**src/rtl/core/esud_pkg.sv**
```systemverilog
package esud_pkg;

    // reciprocals for exact division by multiply and shift
    localparam logic [30:0] RecipDiv60A  = 31'd1145324613;  // (x>>2)*R>>34, x < 2^32
    localparam logic [25:0] RecipDiv60B  = 26'd35791395;    // (x>>2)*R>>29, x < 2^27
    localparam logic [18:0] RecipDiv24   = 19'd349526;      // (x>>3)*R>>20, x < 2^21
    localparam logic [17:0] RecipDiv7    = 18'd149797;      // x*R>>20, x < 2^17
    localparam logic [16:0] RecipDiv1461 = 17'd91868;       // x*R>>27, x < 2^16

    localparam logic [5:0]  SecsPerMin    = 6'd60;
    localparam logic [5:0]  MinsPerHour   = 6'd60;
    localparam logic [4:0]  HoursPerDay   = 5'd24;
    localparam logic [2:0]  DaysPerWeek   = 3'd7;
    localparam logic [16:0] EpochWeekday  = 17'd4;

    // day count rebased to 1968-01-01 so that four-year blocks start on a leap year
    localparam logic [15:0] DaysFrom1968  = 16'd731;
    // 2100-03-01 on that count; from here on a phantom 29 February is skipped
    localparam logic [15:0] SkipLeapDay   = 16'd48272;
    localparam logic [10:0] DaysPer4Years = 11'd1461;
    localparam logic [10:0] BlockYear1    = 11'd366;
    localparam logic [10:0] BlockYear2    = 11'd731;
    localparam logic [10:0] BlockYear3    = 11'd1096;
    localparam logic [7:0]  YearBase1968  = 8'd68;
    localparam logic [7:0]  Year2100      = 8'd200;
    localparam logic [8:0]  FirstOfMarch  = 9'd60;

    typedef struct packed {
        logic        neg;
        logic [5:0]  second;
        logic [5:0]  minute;
        logic [4:0]  hour;
        logic [15:0] days;
    } tod_t;

    typedef struct packed {
        logic [2:0] weekday;
        logic [8:0] day_of_year;
        logic [3:0] month;
        logic [4:0] day_of_month;
        logic [7:0] years_since_1900;
    } date_t;

    function automatic logic [8:0] month_start(input logic [3:0] m, input logic leap);
        logic [8:0] base;
        unique case (m)
            4'd0:    base = 9'd0;
            4'd1:    base = 9'd31;
            4'd2:    base = 9'd59;
            4'd3:    base = 9'd90;
            4'd4:    base = 9'd120;
            4'd5:    base = 9'd151;
            4'd6:    base = 9'd181;
            4'd7:    base = 9'd212;
            4'd8:    base = 9'd243;
            4'd9:    base = 9'd273;
            4'd10:   base = 9'd304;
            4'd11:   base = 9'd334;
            default: base = 9'd0;
        endcase
        if (leap && (m >= 4'd2))
        begin
            base = base + 9'd1;
        end
        return base;
    endfunction

endpackage

```
**src/rtl/core/esud_tod.sv**
```systemverilog
module esud_tod (
    input  logic               clk,
    input  logic               rst_n,
    input  logic               adv,
    input  logic               in_vld,
    input  logic               in_neg,
    input  logic [31:0]        in_secs,
    output logic               out_vld,
    output esud_pkg::tod_t     out_tod
);

    logic [3:0]  vld_reg;
    logic [3:0]  vld_next;

    logic        neg_a_reg;
    logic [5:0]  secs_a_reg;
    logic [26:0] q1_a_reg;
    logic [26:0] q1_a_next;

    logic        neg_b_reg;
    logic [5:0]  sec_b_reg;
    logic [5:0]  sec_b_next;
    logic [5:0]  min0_b_reg;
    logic [20:0] q2_b_reg;
    logic [20:0] q2_b_next;

    logic        neg_c_reg;
    logic [5:0]  sec_c_reg;
    logic [5:0]  min_c_reg;
    logic [5:0]  min_c_next;
    logic [4:0]  hr0_c_reg;
    logic [15:0] days_c_reg;
    logic [15:0] days_c_next;

    esud_pkg::tod_t tod_d_reg;
    esud_pkg::tod_t tod_d_next;

    logic [60:0] prod_a;
    logic [50:0] prod_b;
    logic [36:0] prod_c;
    logic [11:0] q1x60;
    logic [11:0] q2x60;
    logic [9:0]  dx24;

    always_comb
    begin
        vld_next    = {vld_reg[2:0], in_vld};

        prod_a      = 61'(in_secs[31:2]) * 61'(esud_pkg::RecipDiv60A);
        q1_a_next   = prod_a[60:34];

        q1x60       = 12'(q1_a_reg[5:0]) * 12'(esud_pkg::SecsPerMin);
        sec_b_next  = secs_a_reg - q1x60[5:0];
        prod_b      = 51'(q1_a_reg[26:2]) * 51'(esud_pkg::RecipDiv60B);
        q2_b_next   = prod_b[49:29];

        q2x60       = 12'(q2_b_reg[5:0]) * 12'(esud_pkg::MinsPerHour);
        min_c_next  = min0_b_reg - q2x60[5:0];
        prod_c      = 37'(q2_b_reg[20:3]) * 37'(esud_pkg::RecipDiv24);
        days_c_next = prod_c[35:20];

        dx24              = 10'(days_c_reg[4:0]) * 10'(esud_pkg::HoursPerDay);
        tod_d_next.neg    = neg_c_reg;
        tod_d_next.second = sec_c_reg;
        tod_d_next.minute = min_c_reg;
        tod_d_next.hour   = hr0_c_reg - dx24[4:0];
        tod_d_next.days   = days_c_reg;
    end

    always_ff @(posedge clk or negedge rst_n)
    begin
        if (!rst_n)
        begin
            vld_reg <= '0;
        end
        else if (adv)
        begin
            vld_reg <= vld_next;
        end
    end

    always_ff @(posedge clk)
    begin
        if (adv)
        begin
            neg_a_reg  <= in_neg;
            secs_a_reg <= in_secs[5:0];
            q1_a_reg   <= q1_a_next;

            neg_b_reg  <= neg_a_reg;
            sec_b_reg  <= sec_b_next;
            min0_b_reg <= q1_a_reg[5:0];
            q2_b_reg   <= q2_b_next;

            neg_c_reg  <= neg_b_reg;
            sec_c_reg  <= sec_b_reg;
            min_c_reg  <= min_c_next;
            hr0_c_reg  <= q2_b_reg[4:0];
            days_c_reg <= days_c_next;

            tod_d_reg  <= tod_d_next;
        end
    end

    assign out_vld = vld_reg[3];
    assign out_tod = tod_d_reg;

endmodule

```
**src/rtl/core/esud_cal.sv**
```systemverilog
module esud_cal (
    input  logic               clk,
    input  logic               rst_n,
    input  logic               adv,
    input  logic               in_vld,
    input  esud_pkg::tod_t     in_tod,
    output logic               out_vld,
    output esud_pkg::tod_t     out_tod,
    output esud_pkg::date_t    out_date
);

    logic [5:0]  vld_reg;
    logic [5:0]  vld_next;

    // weekday and rebased day count
    esud_pkg::tod_t tod_e_reg;
    logic [2:0]  w_e_reg;
    logic [2:0]  wq_e_reg;
    logic [15:0] dp_e_reg;
    logic [15:0] dp_e_next;
    logic [16:0] w_e;
    logic [34:0] prod_e;
    logic [15:0] dp_raw;

    // four-year block number
    esud_pkg::tod_t tod_f_reg;
    logic [2:0]  wd_f_reg;
    logic [2:0]  wd_f_next;
    logic [15:0] dp_f_reg;
    logic [5:0]  n4_f_reg;
    logic [32:0] prod_f;
    logic [5:0]  wq7;

    // day within block
    esud_pkg::tod_t tod_g_reg;
    logic [2:0]  wd_g_reg;
    logic [5:0]  n4_g_reg;
    logic [10:0] r_g_reg;
    logic [10:0] r_g_next;
    logic [15:0] blk_days;
    logic [15:0] r_full;

    // year and day of year in the four-year calendar
    esud_pkg::tod_t tod_h_reg;
    logic [2:0]  wd_h_reg;
    logic [7:0]  year_h_reg;
    logic [7:0]  year_h_next;
    logic [1:0]  yi_h_reg;
    logic [1:0]  yi_h_next;
    logic [8:0]  doyf_h_reg;
    logic [10:0] doyf_h_next;

    // true day of year, leap flag, month
    esud_pkg::tod_t tod_i_reg;
    logic [2:0]  wd_i_reg;
    logic [7:0]  year_i_reg;
    logic [8:0]  doy_i_reg;
    logic [8:0]  doy_i_next;
    logic [3:0]  mon_i_reg;
    logic [3:0]  mon_i_next;
    logic        leap_i_reg;
    logic        leap_i_next;

    esud_pkg::tod_t  tod_j_reg;
    esud_pkg::date_t date_j_reg;
    esud_pkg::date_t date_j_next;
    logic [8:0]      dom_raw;

    always_comb
    begin
        vld_next  = {vld_reg[4:0], in_vld};

        w_e       = 17'(in_tod.days) + esud_pkg::EpochWeekday;
        prod_e    = 35'(w_e) * 35'(esud_pkg::RecipDiv7);
        dp_raw    = in_tod.days + esud_pkg::DaysFrom1968;
        dp_e_next = (dp_raw >= esud_pkg::SkipLeapDay) ? (dp_raw + 16'd1) : dp_raw;

        wq7       = 6'(wq_e_reg) * 6'(esud_pkg::DaysPerWeek);
        wd_f_next = w_e_reg - wq7[2:0];
        prod_f    = 33'(dp_e_reg) * 33'(esud_pkg::RecipDiv1461);

        blk_days  = 16'(n4_f_reg) * 16'(esud_pkg::DaysPer4Years);
        r_full    = dp_f_reg - blk_days;
        r_g_next  = r_full[10:0];

        if (r_g_reg < esud_pkg::BlockYear1)
        begin
            yi_h_next   = 2'd0;
            doyf_h_next = r_g_reg;
        end
        else if (r_g_reg < esud_pkg::BlockYear2)
        begin
            yi_h_next   = 2'd1;
            doyf_h_next = r_g_reg - esud_pkg::BlockYear1;
        end
        else if (r_g_reg < esud_pkg::BlockYear3)
        begin
            yi_h_next   = 2'd2;
            doyf_h_next = r_g_reg - esud_pkg::BlockYear2;
        end
        else
        begin
            yi_h_next   = 2'd3;
            doyf_h_next = r_g_reg - esud_pkg::BlockYear3;
        end
        year_h_next = esud_pkg::YearBase1968 + {n4_g_reg, yi_h_next};

        // 2100 is no leap year: undo the skipped day from March on
        leap_i_next = (yi_h_reg == 2'd0) && (year_h_reg != esud_pkg::Year2100);
        if ((year_h_reg == esud_pkg::Year2100) && (doyf_h_reg >= esud_pkg::FirstOfMarch))
        begin
            doy_i_next = doyf_h_reg - 9'd1;
        end
        else
        begin
            doy_i_next = doyf_h_reg;
        end
        mon_i_next = 4'd0;
        for (int k = 1; k < 12; k++)
        begin
            if (doy_i_next >= esud_pkg::month_start(4'(k), leap_i_next))
            begin
                mon_i_next = 4'(k);
            end
        end

        dom_raw                      = doy_i_reg - esud_pkg::month_start(mon_i_reg, leap_i_reg)
                                       + 9'd1;
        date_j_next.weekday          = wd_i_reg;
        date_j_next.day_of_year      = doy_i_reg;
        date_j_next.month            = mon_i_reg;
        date_j_next.day_of_month     = dom_raw[4:0];
        date_j_next.years_since_1900 = year_i_reg;
    end

    always_ff @(posedge clk or negedge rst_n)
    begin
        if (!rst_n)
        begin
            vld_reg <= '0;
        end
        else if (adv)
        begin
            vld_reg <= vld_next;
        end
    end

    always_ff @(posedge clk)
    begin
        if (adv)
        begin
            tod_e_reg  <= in_tod;
            w_e_reg    <= w_e[2:0];
            wq_e_reg   <= prod_e[22:20];
            dp_e_reg   <= dp_e_next;

            tod_f_reg  <= tod_e_reg;
            wd_f_reg   <= wd_f_next;
            dp_f_reg   <= dp_e_reg;
            n4_f_reg   <= prod_f[32:27];

            tod_g_reg  <= tod_f_reg;
            wd_g_reg   <= wd_f_reg;
            n4_g_reg   <= n4_f_reg;
            r_g_reg    <= r_g_next;

            tod_h_reg  <= tod_g_reg;
            wd_h_reg   <= wd_g_reg;
            year_h_reg <= year_h_next;
            yi_h_reg   <= yi_h_next;
            doyf_h_reg <= doyf_h_next[8:0];

            tod_i_reg  <= tod_h_reg;
            wd_i_reg   <= wd_h_reg;
            year_i_reg <= year_h_reg;
            doy_i_reg  <= doy_i_next;
            mon_i_reg  <= mon_i_next;
            leap_i_reg <= leap_i_next;

            tod_j_reg  <= tod_i_reg;
            date_j_reg <= date_j_next;
        end
    end

    assign out_vld  = vld_reg[5];
    assign out_tod  = tod_j_reg;
    assign out_date = date_j_reg;

endmodule

```
**src/rtl/core/epoch_seconds_to_utc_date_top.sv**
```systemverilog
// Converts signed seconds since 1970-01-01 00:00:00 UTC to a Gregorian UTC date and time.
// Fully pipelined: one beat is taken every cycle unless res_ready stalls it, and
// each result passes the input, time, calendar and output registers in order. The whole
// pipeline advances together, so a stall at the output stops every stage and nothing
// is lost. The stage count comes from the chain of constant divisions (by 60, 60, 24, 7
// and 1461), each done as a reciprocal multiply with its own register stage, followed by
// the year, month and day-of-month steps. A negative input gives ok low and all fields 0.
module epoch_seconds_to_utc_date_top (
    input  logic               clk,
    input  logic               rst_n,
    input  logic               valid,
    output logic               ready,
    input  logic signed [32:0] seconds_since_epoch,
    output logic               res_valid,
    input  logic               res_ready,
    output logic               ok,
    output logic [5:0]         second,
    output logic [5:0]         minute,
    output logic [4:0]         hour,
    output logic [2:0]         weekday,
    output logic [8:0]         day_of_year,
    output logic [3:0]         month,
    output logic [4:0]         day_of_month,
    output logic [7:0]         years_since_1900
);

    logic            adv;
    logic            vld_in_reg;
    logic            neg_in_reg;
    logic [31:0]     secs_in_reg;

    logic            tod_vld;
    esud_pkg::tod_t  tod;
    logic            cal_vld;
    esud_pkg::tod_t  cal_tod;
    esud_pkg::date_t cal_date;

    logic            res_valid_reg;
    logic            ok_reg;
    logic            ok_next;
    esud_pkg::tod_t  tod_out_reg;
    esud_pkg::tod_t  tod_out_next;
    esud_pkg::date_t date_out_reg;
    esud_pkg::date_t date_out_next;

    assign adv   = !res_valid_reg || res_ready;
    assign ready = adv;

    always_ff @(posedge clk or negedge rst_n)
    begin
        if (!rst_n)
        begin
            vld_in_reg    <= 1'b0;
            res_valid_reg <= 1'b0;
        end
        else if (adv)
        begin
            vld_in_reg    <= valid;
            res_valid_reg <= cal_vld;
        end
    end

    always_ff @(posedge clk)
    begin
        if (adv)
        begin
            neg_in_reg   <= seconds_since_epoch[32];
            secs_in_reg  <= seconds_since_epoch[31:0];
            ok_reg       <= ok_next;
            tod_out_reg  <= tod_out_next;
            date_out_reg <= date_out_next;
        end
    end

    esud_tod u_tod (
        .clk     (clk),
        .rst_n   (rst_n),
        .adv     (adv),
        .in_vld  (vld_in_reg),
        .in_neg  (neg_in_reg),
        .in_secs (secs_in_reg),
        .out_vld (tod_vld),
        .out_tod (tod)
    );

    esud_cal u_cal (
        .clk      (clk),
        .rst_n    (rst_n),
        .adv      (adv),
        .in_vld   (tod_vld),
        .in_tod   (tod),
        .out_vld  (cal_vld),
        .out_tod  (cal_tod),
        .out_date (cal_date)
    );

    // negative input: every field cleared
    always_comb
    begin
        ok_next = !cal_tod.neg;
        if (cal_tod.neg)
        begin
            tod_out_next  = '0;
            date_out_next = '0;
        end
        else
        begin
            tod_out_next  = cal_tod;
            date_out_next = cal_date;
        end
    end

    assign res_valid        = res_valid_reg;
    assign ok               = ok_reg;
    assign second           = tod_out_reg.second;
    assign minute           = tod_out_reg.minute;
    assign hour             = tod_out_reg.hour;
    assign weekday          = date_out_reg.weekday;
    assign day_of_year      = date_out_reg.day_of_year;
    assign month            = date_out_reg.month;
    assign day_of_month     = date_out_reg.day_of_month;
    assign years_since_1900 = date_out_reg.years_since_1900;

    a_err_zero: assert property (@(posedge clk) disable iff (!rst_n)
        (res_valid && !ok) |-> (second == 6'd0 && hour == 5'd0 && month == 4'd0
                                && day_of_month == 5'd0 && years_since_1900 == 8'd0))
        else $error("error beat carries non-zero fields");

    a_ranges: assert property (@(posedge clk) disable iff (!rst_n)
        (res_valid && ok) |-> (second < 6'd60 && minute < 6'd60 && hour < 5'd24
                               && weekday < 3'd7 && month < 4'd12 && day_of_month != 5'd0
                               && years_since_1900 >= 8'd70))
        else $error("result field out of range");

    a_january: assert property (@(posedge clk) disable iff (!rst_n)
        (res_valid && ok && month == 4'd0) |-> (day_of_year == 9'(day_of_month) - 9'd1))
        else $error("day of year disagrees with day of month in January");

endmodule
```
**config.mk**
```make
export PLATFORM = sky130hd
export DESIGN_NAME = epoch_seconds_to_utc_date_top
export DESIGN_NICKNAME = d
export VERILOG_FILES = /design/src/rtl/core/esud_pkg.sv /design/src/rtl/core/esud_tod.sv /design/src/rtl/core/esud_cal.sv /design/src/rtl/core/epoch_seconds_to_utc_date_top.sv
export SDC_FILE = /design/constraint.sdc
export NUM_CORES = 2
export LEC_CHECK = 0
export BUFFER_PORTS_ARGS = -buffer_cell sky130_fd_sc_hd__buf_2
export CORE_MARGIN = 2
export CORE_UTILIZATION = 55
export CTS_CLUSTER_DIAMETER = 30
export DETAILED_ROUTE_END_ITERATION = 10
export GPL_ROUTABILITY_DRIVEN = 0
export PLACE_DENSITY = 0.71
export SLEW_MARGIN = 10
export SYNTH_ARGS = -nofsm -noshare
export SYNTH_HDL_FRONTEND = slang
export SYNTH_HIERARCHICAL = 1
export SYNTH_SLANG_ARGS = --single-unit
```
**constraint.sdc**
```tcl
create_clock -name clk -period 7.81 [get_ports clk]
set_clock_uncertainty 0.15 [all_clocks]
set_input_delay 0.781 -clock clk [delete_from_list [all_inputs] [get_ports clk]]
set_output_delay 0.781 -clock clk [all_outputs]
set_load 0.005 [all_outputs]
```
* After elaboration in Yosys (flattened, before gate mapping)
Memory sizes are Yosys's and may differ from the RTL's.
Cells that the tools add are included.
** Word-level totals
- Flip-flop bits (word level) :: 474
- Memory bits (read-only) :: 144
- Input port bits :: 37
- Output and inout bits :: 49
- Word-level logic and storage cells :: 165
- Memories kept :: 1
** Cells by class
- Add/subtract/negate cells :: 16
- Multiply operators :: 10
- $lt $le $gt $ge :: 17
- Eq/ne operators :: 2
- Mux-type cells :: 29
- Reductions and logical operators :: 9
** Memories
- (name not given) :: depth 16, width 9, read ports 1, clocked after Yosys merged registers in 0, write ports 0, RTL line esud_pkg.sv:46 : unique case (m)
** Operator list (count)
- 30-bit by 31-bit multiplier with 61-bit output (second input constant) :: 1
- 25-bit by 26-bit multiplier with 50-bit output (second input constant) :: 1
- 9-bit by 8-bit >= comparator with 1-bit output :: 4
- 9-bit 2-to-1 mux :: 4
- 18-bit by 18-bit multiplier with 35-bit output (second input constant) :: 1
- 16-bit by 15-bit multiplier with 31-bit output (second input constant) :: 1
- 4-bit 2-to-1 mux :: 7
- 9-bit >= comparator :: 3
- 17-bit by 18-bit multiplier with 23-bit output (second input constant) :: 1
- 9-bit by 7-bit >= comparator with 1-bit output :: 2
- 16-bit by 3-bit adder with 17-bit output (second input constant) :: 1
- 16-bit by 1-bit adder with 16-bit output (second input constant) :: 1
- 16-bit by 10-bit adder with 16-bit output (second input constant) :: 1
- 16-bit >= comparator (second input constant) :: 1
- 16-bit 2-to-1 mux :: 1
- 6-bit by 4-bit multiplier with 4-bit output (second input constant) :: 2
- 2-bit 2-to-1 mux :: 6
- 6-bit subtractor :: 2
- 11-bit by 10-bit < comparator with 1-bit output (second input constant) :: 1
- 11-bit < comparator (second input constant) :: 1
- 11-bit by 9-bit < comparator with 1-bit output (second input constant) :: 1
- 6-bit by 11-bit multiplier with 11-bit output (second input constant) :: 1
- 11-bit subtractor :: 1
- 5-bit by 1-bit adder with 5-bit output (second input constant) :: 2
- 24 further kinds :: 36

* Longest topological paths before layout
- Word-level depth :: 14
- Depth in mapped cells :: 24
- Mapped depth without buffers :: 23

* Cells and area by module
Netlist, hierarchy kept.
** Modules (own cells, without submodules)
- esud_tod :: instances 1, cells an instance 2240, area each 24414.7 um^2, sequential area each 4184.0 um^2
- esud_cal :: instances 1, cells an instance 1590, area each 21115.3 um^2, sequential area each 10299.9 um^2
- epoch_seconds_to_utc_date_top :: instances 1, cells an instance 137, area each 2890.3 um^2, sequential area each 2452.4 um^2

* Least setup slack after synthesis
Ideal clock, no wire load.
- Kind :: flip-flop to flip-flop
- Start :: reg secs_in_reg[8]
- End :: reg u_tod.q1_a_reg[26], data pin
- Setup time :: 261 ps
- Data arrival time :: 5839 ps
- Data required time :: 7399 ps
- Path slack :: 1560 ps
- Cell stages (with the launch flop) :: 22
- Path buffers :: 0
- Period minus slack after synthesis :: 6250 ps
- Cells stage by stage :: edfxtp_1 ha_1 ha_1 inv_1 fa_1 fa_1 inv_1 fa_1 inv_1 fa_1 inv_1 ha_1 ha_1 and4_4 o21a_4 nand4b_4 a2111oi_4 nor4_1 o31a_2 o21ai_2 nand2_1 a311o_1
** On the way
- Word-level cells in the longest chain between the ends :: 1
** Ends and longest elaborated chain
- start, declared :: RTL line epoch_seconds_to_utc_date_top.sv:30 : logic [31:0] secs_in_reg;
- start signal, assigned :: RTL line epoch_seconds_to_utc_date_top.sv:68 : secs_in_reg <= seconds_since_epoch[31:0];
- 30-bit by 31-bit multiplier with 61-bit output :: RTL line esud_tod.sv:49 : prod_a = 61'(in_secs[31:2]) * 61'(esud_pkg::RecipDiv60A);
- named net u_tod.prod_a[60] :: RTL line esud_tod.sv:38 : logic [60:0] prod_a;
- end signal, assigned :: RTL line esud_tod.sv:88 : q1_a_reg <= q1_a_next;
- end, declared :: RTL line esud_tod.sv:17 : logic [26:0] q1_a_reg;
The timed path passes the listed nets, and every way through them passes these cells.
A chain may end at the register's enable or synchronous reset.

* Worst setup path after layout
Ends and elaborated chain as after synthesis.

==> flow_metrics.env <==
export IMPL_dieWidth_um=292
export IMPL_worst_pin_slew_ns=0.986
export IMPL_grt_start_max_net_pins=145
export IMPL_via_per_inst=5.15
export IMPL_final_cell_mix="inv_1 (950), ha_1 (898), fa_1 (484)"
export IMPL_htree_num_levels=3
export IMPL_path_clk_slew_ns=0.05
export IMPL_met1_usage_pct=26.9
export IMPL_drc=0
export IMPL_rows=105
export IMPL_cap_violations=0
export IMPL_grt_use_total_pct=20.0
export IMPL_largest_reg_flops=34
export IMPL_seq_area_um2=14100
export IMPL_layout_nets=5453
export IMPL_crit_arrival_ns=7.24
export IMPL_syn_area_um2=45600
export IMPL_cts_resized=0
export IMPL_grt_pass1_vias=28000
export IMPL_dp_hpwl_um=67000
export IMPL_antenna_cells=0
export IMPL_crit_type="reg2reg"
export IMPL_syn_to_final_growth_pct=11.2
export IMPL_finalHoldViolations=0
export IMPL_fin_setup_tns_ns=0
export IMPL_globalRouteMet2Util_pct=33.3
export IMPL_crit_path_start_kind="flop"
export IMPL_synth_net_count=5292
export IMPL_setup_ws_ns=0.811
export IMPL_design_die_area_um2=85200
export IMPL_place_inst=5004
export IMPL_die_y_um=292
export IMPL_core_area_um2=82100
export IMPL_period_share_pct=89.6
export IMPL_met3_usage_pct=3.49
export IMPL_antenna_found_initial=0
export IMPL_stdcell_count=5189
export IMPL_clk_latency_ns=0.65
export IMPL_num_vias=26700
export IMPL_synth_cells=3873
export IMPL_rsz0062_at_grt="no"
export IMPL_drv_slew=0
export IMPL_critPathCaptureType="flop"
export IMPL_cts_root_buf="clkbuf_16"
export IMPL_antenna_left=0
export IMPL_cts_buffers=97
export IMPL_finalSetupViolations=0
export IMPL_io_pins=86
export IMPL_min_path_type="in2reg"
export IMPL_port_buffers=85
export IMPL_fmax_mhz=143
export IMPL_relSlewSlack_pct=34.2
export IMPL_cts_tree="done"
export IMPL_endpoint="u_tod/q1_a_reg[26]"
export IMPL_cts_buffer_depth=3
export IMPL_final_common_cell="inv_1"
export IMPL_top_usage_layer="met2"
export IMPL_cts_sinks=472
export IMPL_status="completed"
export IMPL_ys_warnings_count=6
export IMPL_min_period_ns=7.00
export IMPL_reg2reg_to="u_tod/q1_a_reg[26]"
export IMPL_grt_pass1_wl_um=138000
export IMPL_grt_overflow_total=0
export IMPL_dr_pass1_iters=5
export IMPL_crit_path_max_fanout=7
export IMPL_drt_wl_total_um=82100
export IMPL_nFillCells=6459
export IMPL_r2r_slack_ns=0.81
export IMPL_drtIter0Drc=1372
export IMPL_worstSetupStartpoint="secs_in_reg[8]"
export IMPL_reg2reg_depth=21
export IMPL_post_drt_wl_per_cell_um=15.8
export IMPL_drive_gt1_share_pct=8.28
export IMPL_synth_area_per_cell_um2=11.8
export IMPL_dp_worst_setup_slack_ns=0.852
export IMPL_multi_input_area_um2=27800
export IMPL_reg2reg_from="secs_in_reg[8]"
export IMPL_initial_core_util_pct=55.5
export IMPL_cp_required_ns=8.05
[layer usage]
metal	up-vias	wire, um	part of all wire, %
met3	132	3070	3.7
met2	422	39100	48
met1	12900	37900	46
met4	0	2070	2.5
met5	-	0	0
li1	13300	-	-
[per-stage QoR]
step	instance area (um2)	utilization (%)	hold WS [ns]
5_1_grt	50700	61.8	0.127
6_report	50700	61.8	0.164
2_1_floorplan	45600	-	0.250
3_5_place_dp	47300	57.6	0.255
4_1_cts	50700	61.8	0.119
3_3_place_gp	47300	57.6	0.250
[layout make-up]
| class | count | area share (%) |
|---|---|---|
| clock inverter | 81 | 1.93 |
| inverter | 952 | 7.05 |
| sequential | 472 | 27.8 |
| tap | 1070 | 2.64 |
| multi-input combinational | 2418 | 54.7 |
| clock buffer | 103 | 4.83 |
| timing repair buffer | 93 | 1.01 |
[worst max-delay path: stages, from the launching register on]
cell and delay, ns:
edfxtp_1 0.47, ha_1 0.39, ha_1 0.34, inv_1 0.07
fa_1 0.62, fa_1 0.59, inv_1 0.06, fa_1 0.52
inv_1 0.06, fa_1 0.53, inv_1 0.04, ha_1 0.29
ha_1 0.37, a21o_1 0.18, a21o_1 0.17, a221oi_1 0.26
o21ai_1 0.13, nor4_1 0.54, o31a_2 0.35, o21ai_2 0.11
and3_1 0.18, a311o_1 0.31
[worst min-delay path by stage]
stage / startpoint / slack, ns / to / cells past startpoint
floorplan: u_cal/year_i_reg[0] / 0.25 / u_cal/out_date[0] / 0
global placement: u_cal/tod_f_reg[32] / 0.25 / u_cal/tod_g_reg[32] / 0
detailed placement: u_cal/doy_i_reg[7] / 0.25 / u_cal/out_date[24] / 0
CTS: seconds_since_epoch[30] / 0.12 / secs_in_reg[30] / 1
global route: seconds_since_epoch[27] / 0.13 / secs_in_reg[27] / 1
finish: seconds_since_epoch[0] / 0.16 / secs_in_reg[0] / 1
[what timing repair did]
action / in CTS / in global routing
hold buffers: 1 / 0
endpoints found under the hold margin: 12 / 0
setup buffers: 0 / 0
Power is left out: the tool's default activity adds up to more than one toggle a clock period on the data nets, which glitch-free logic cannot reach.
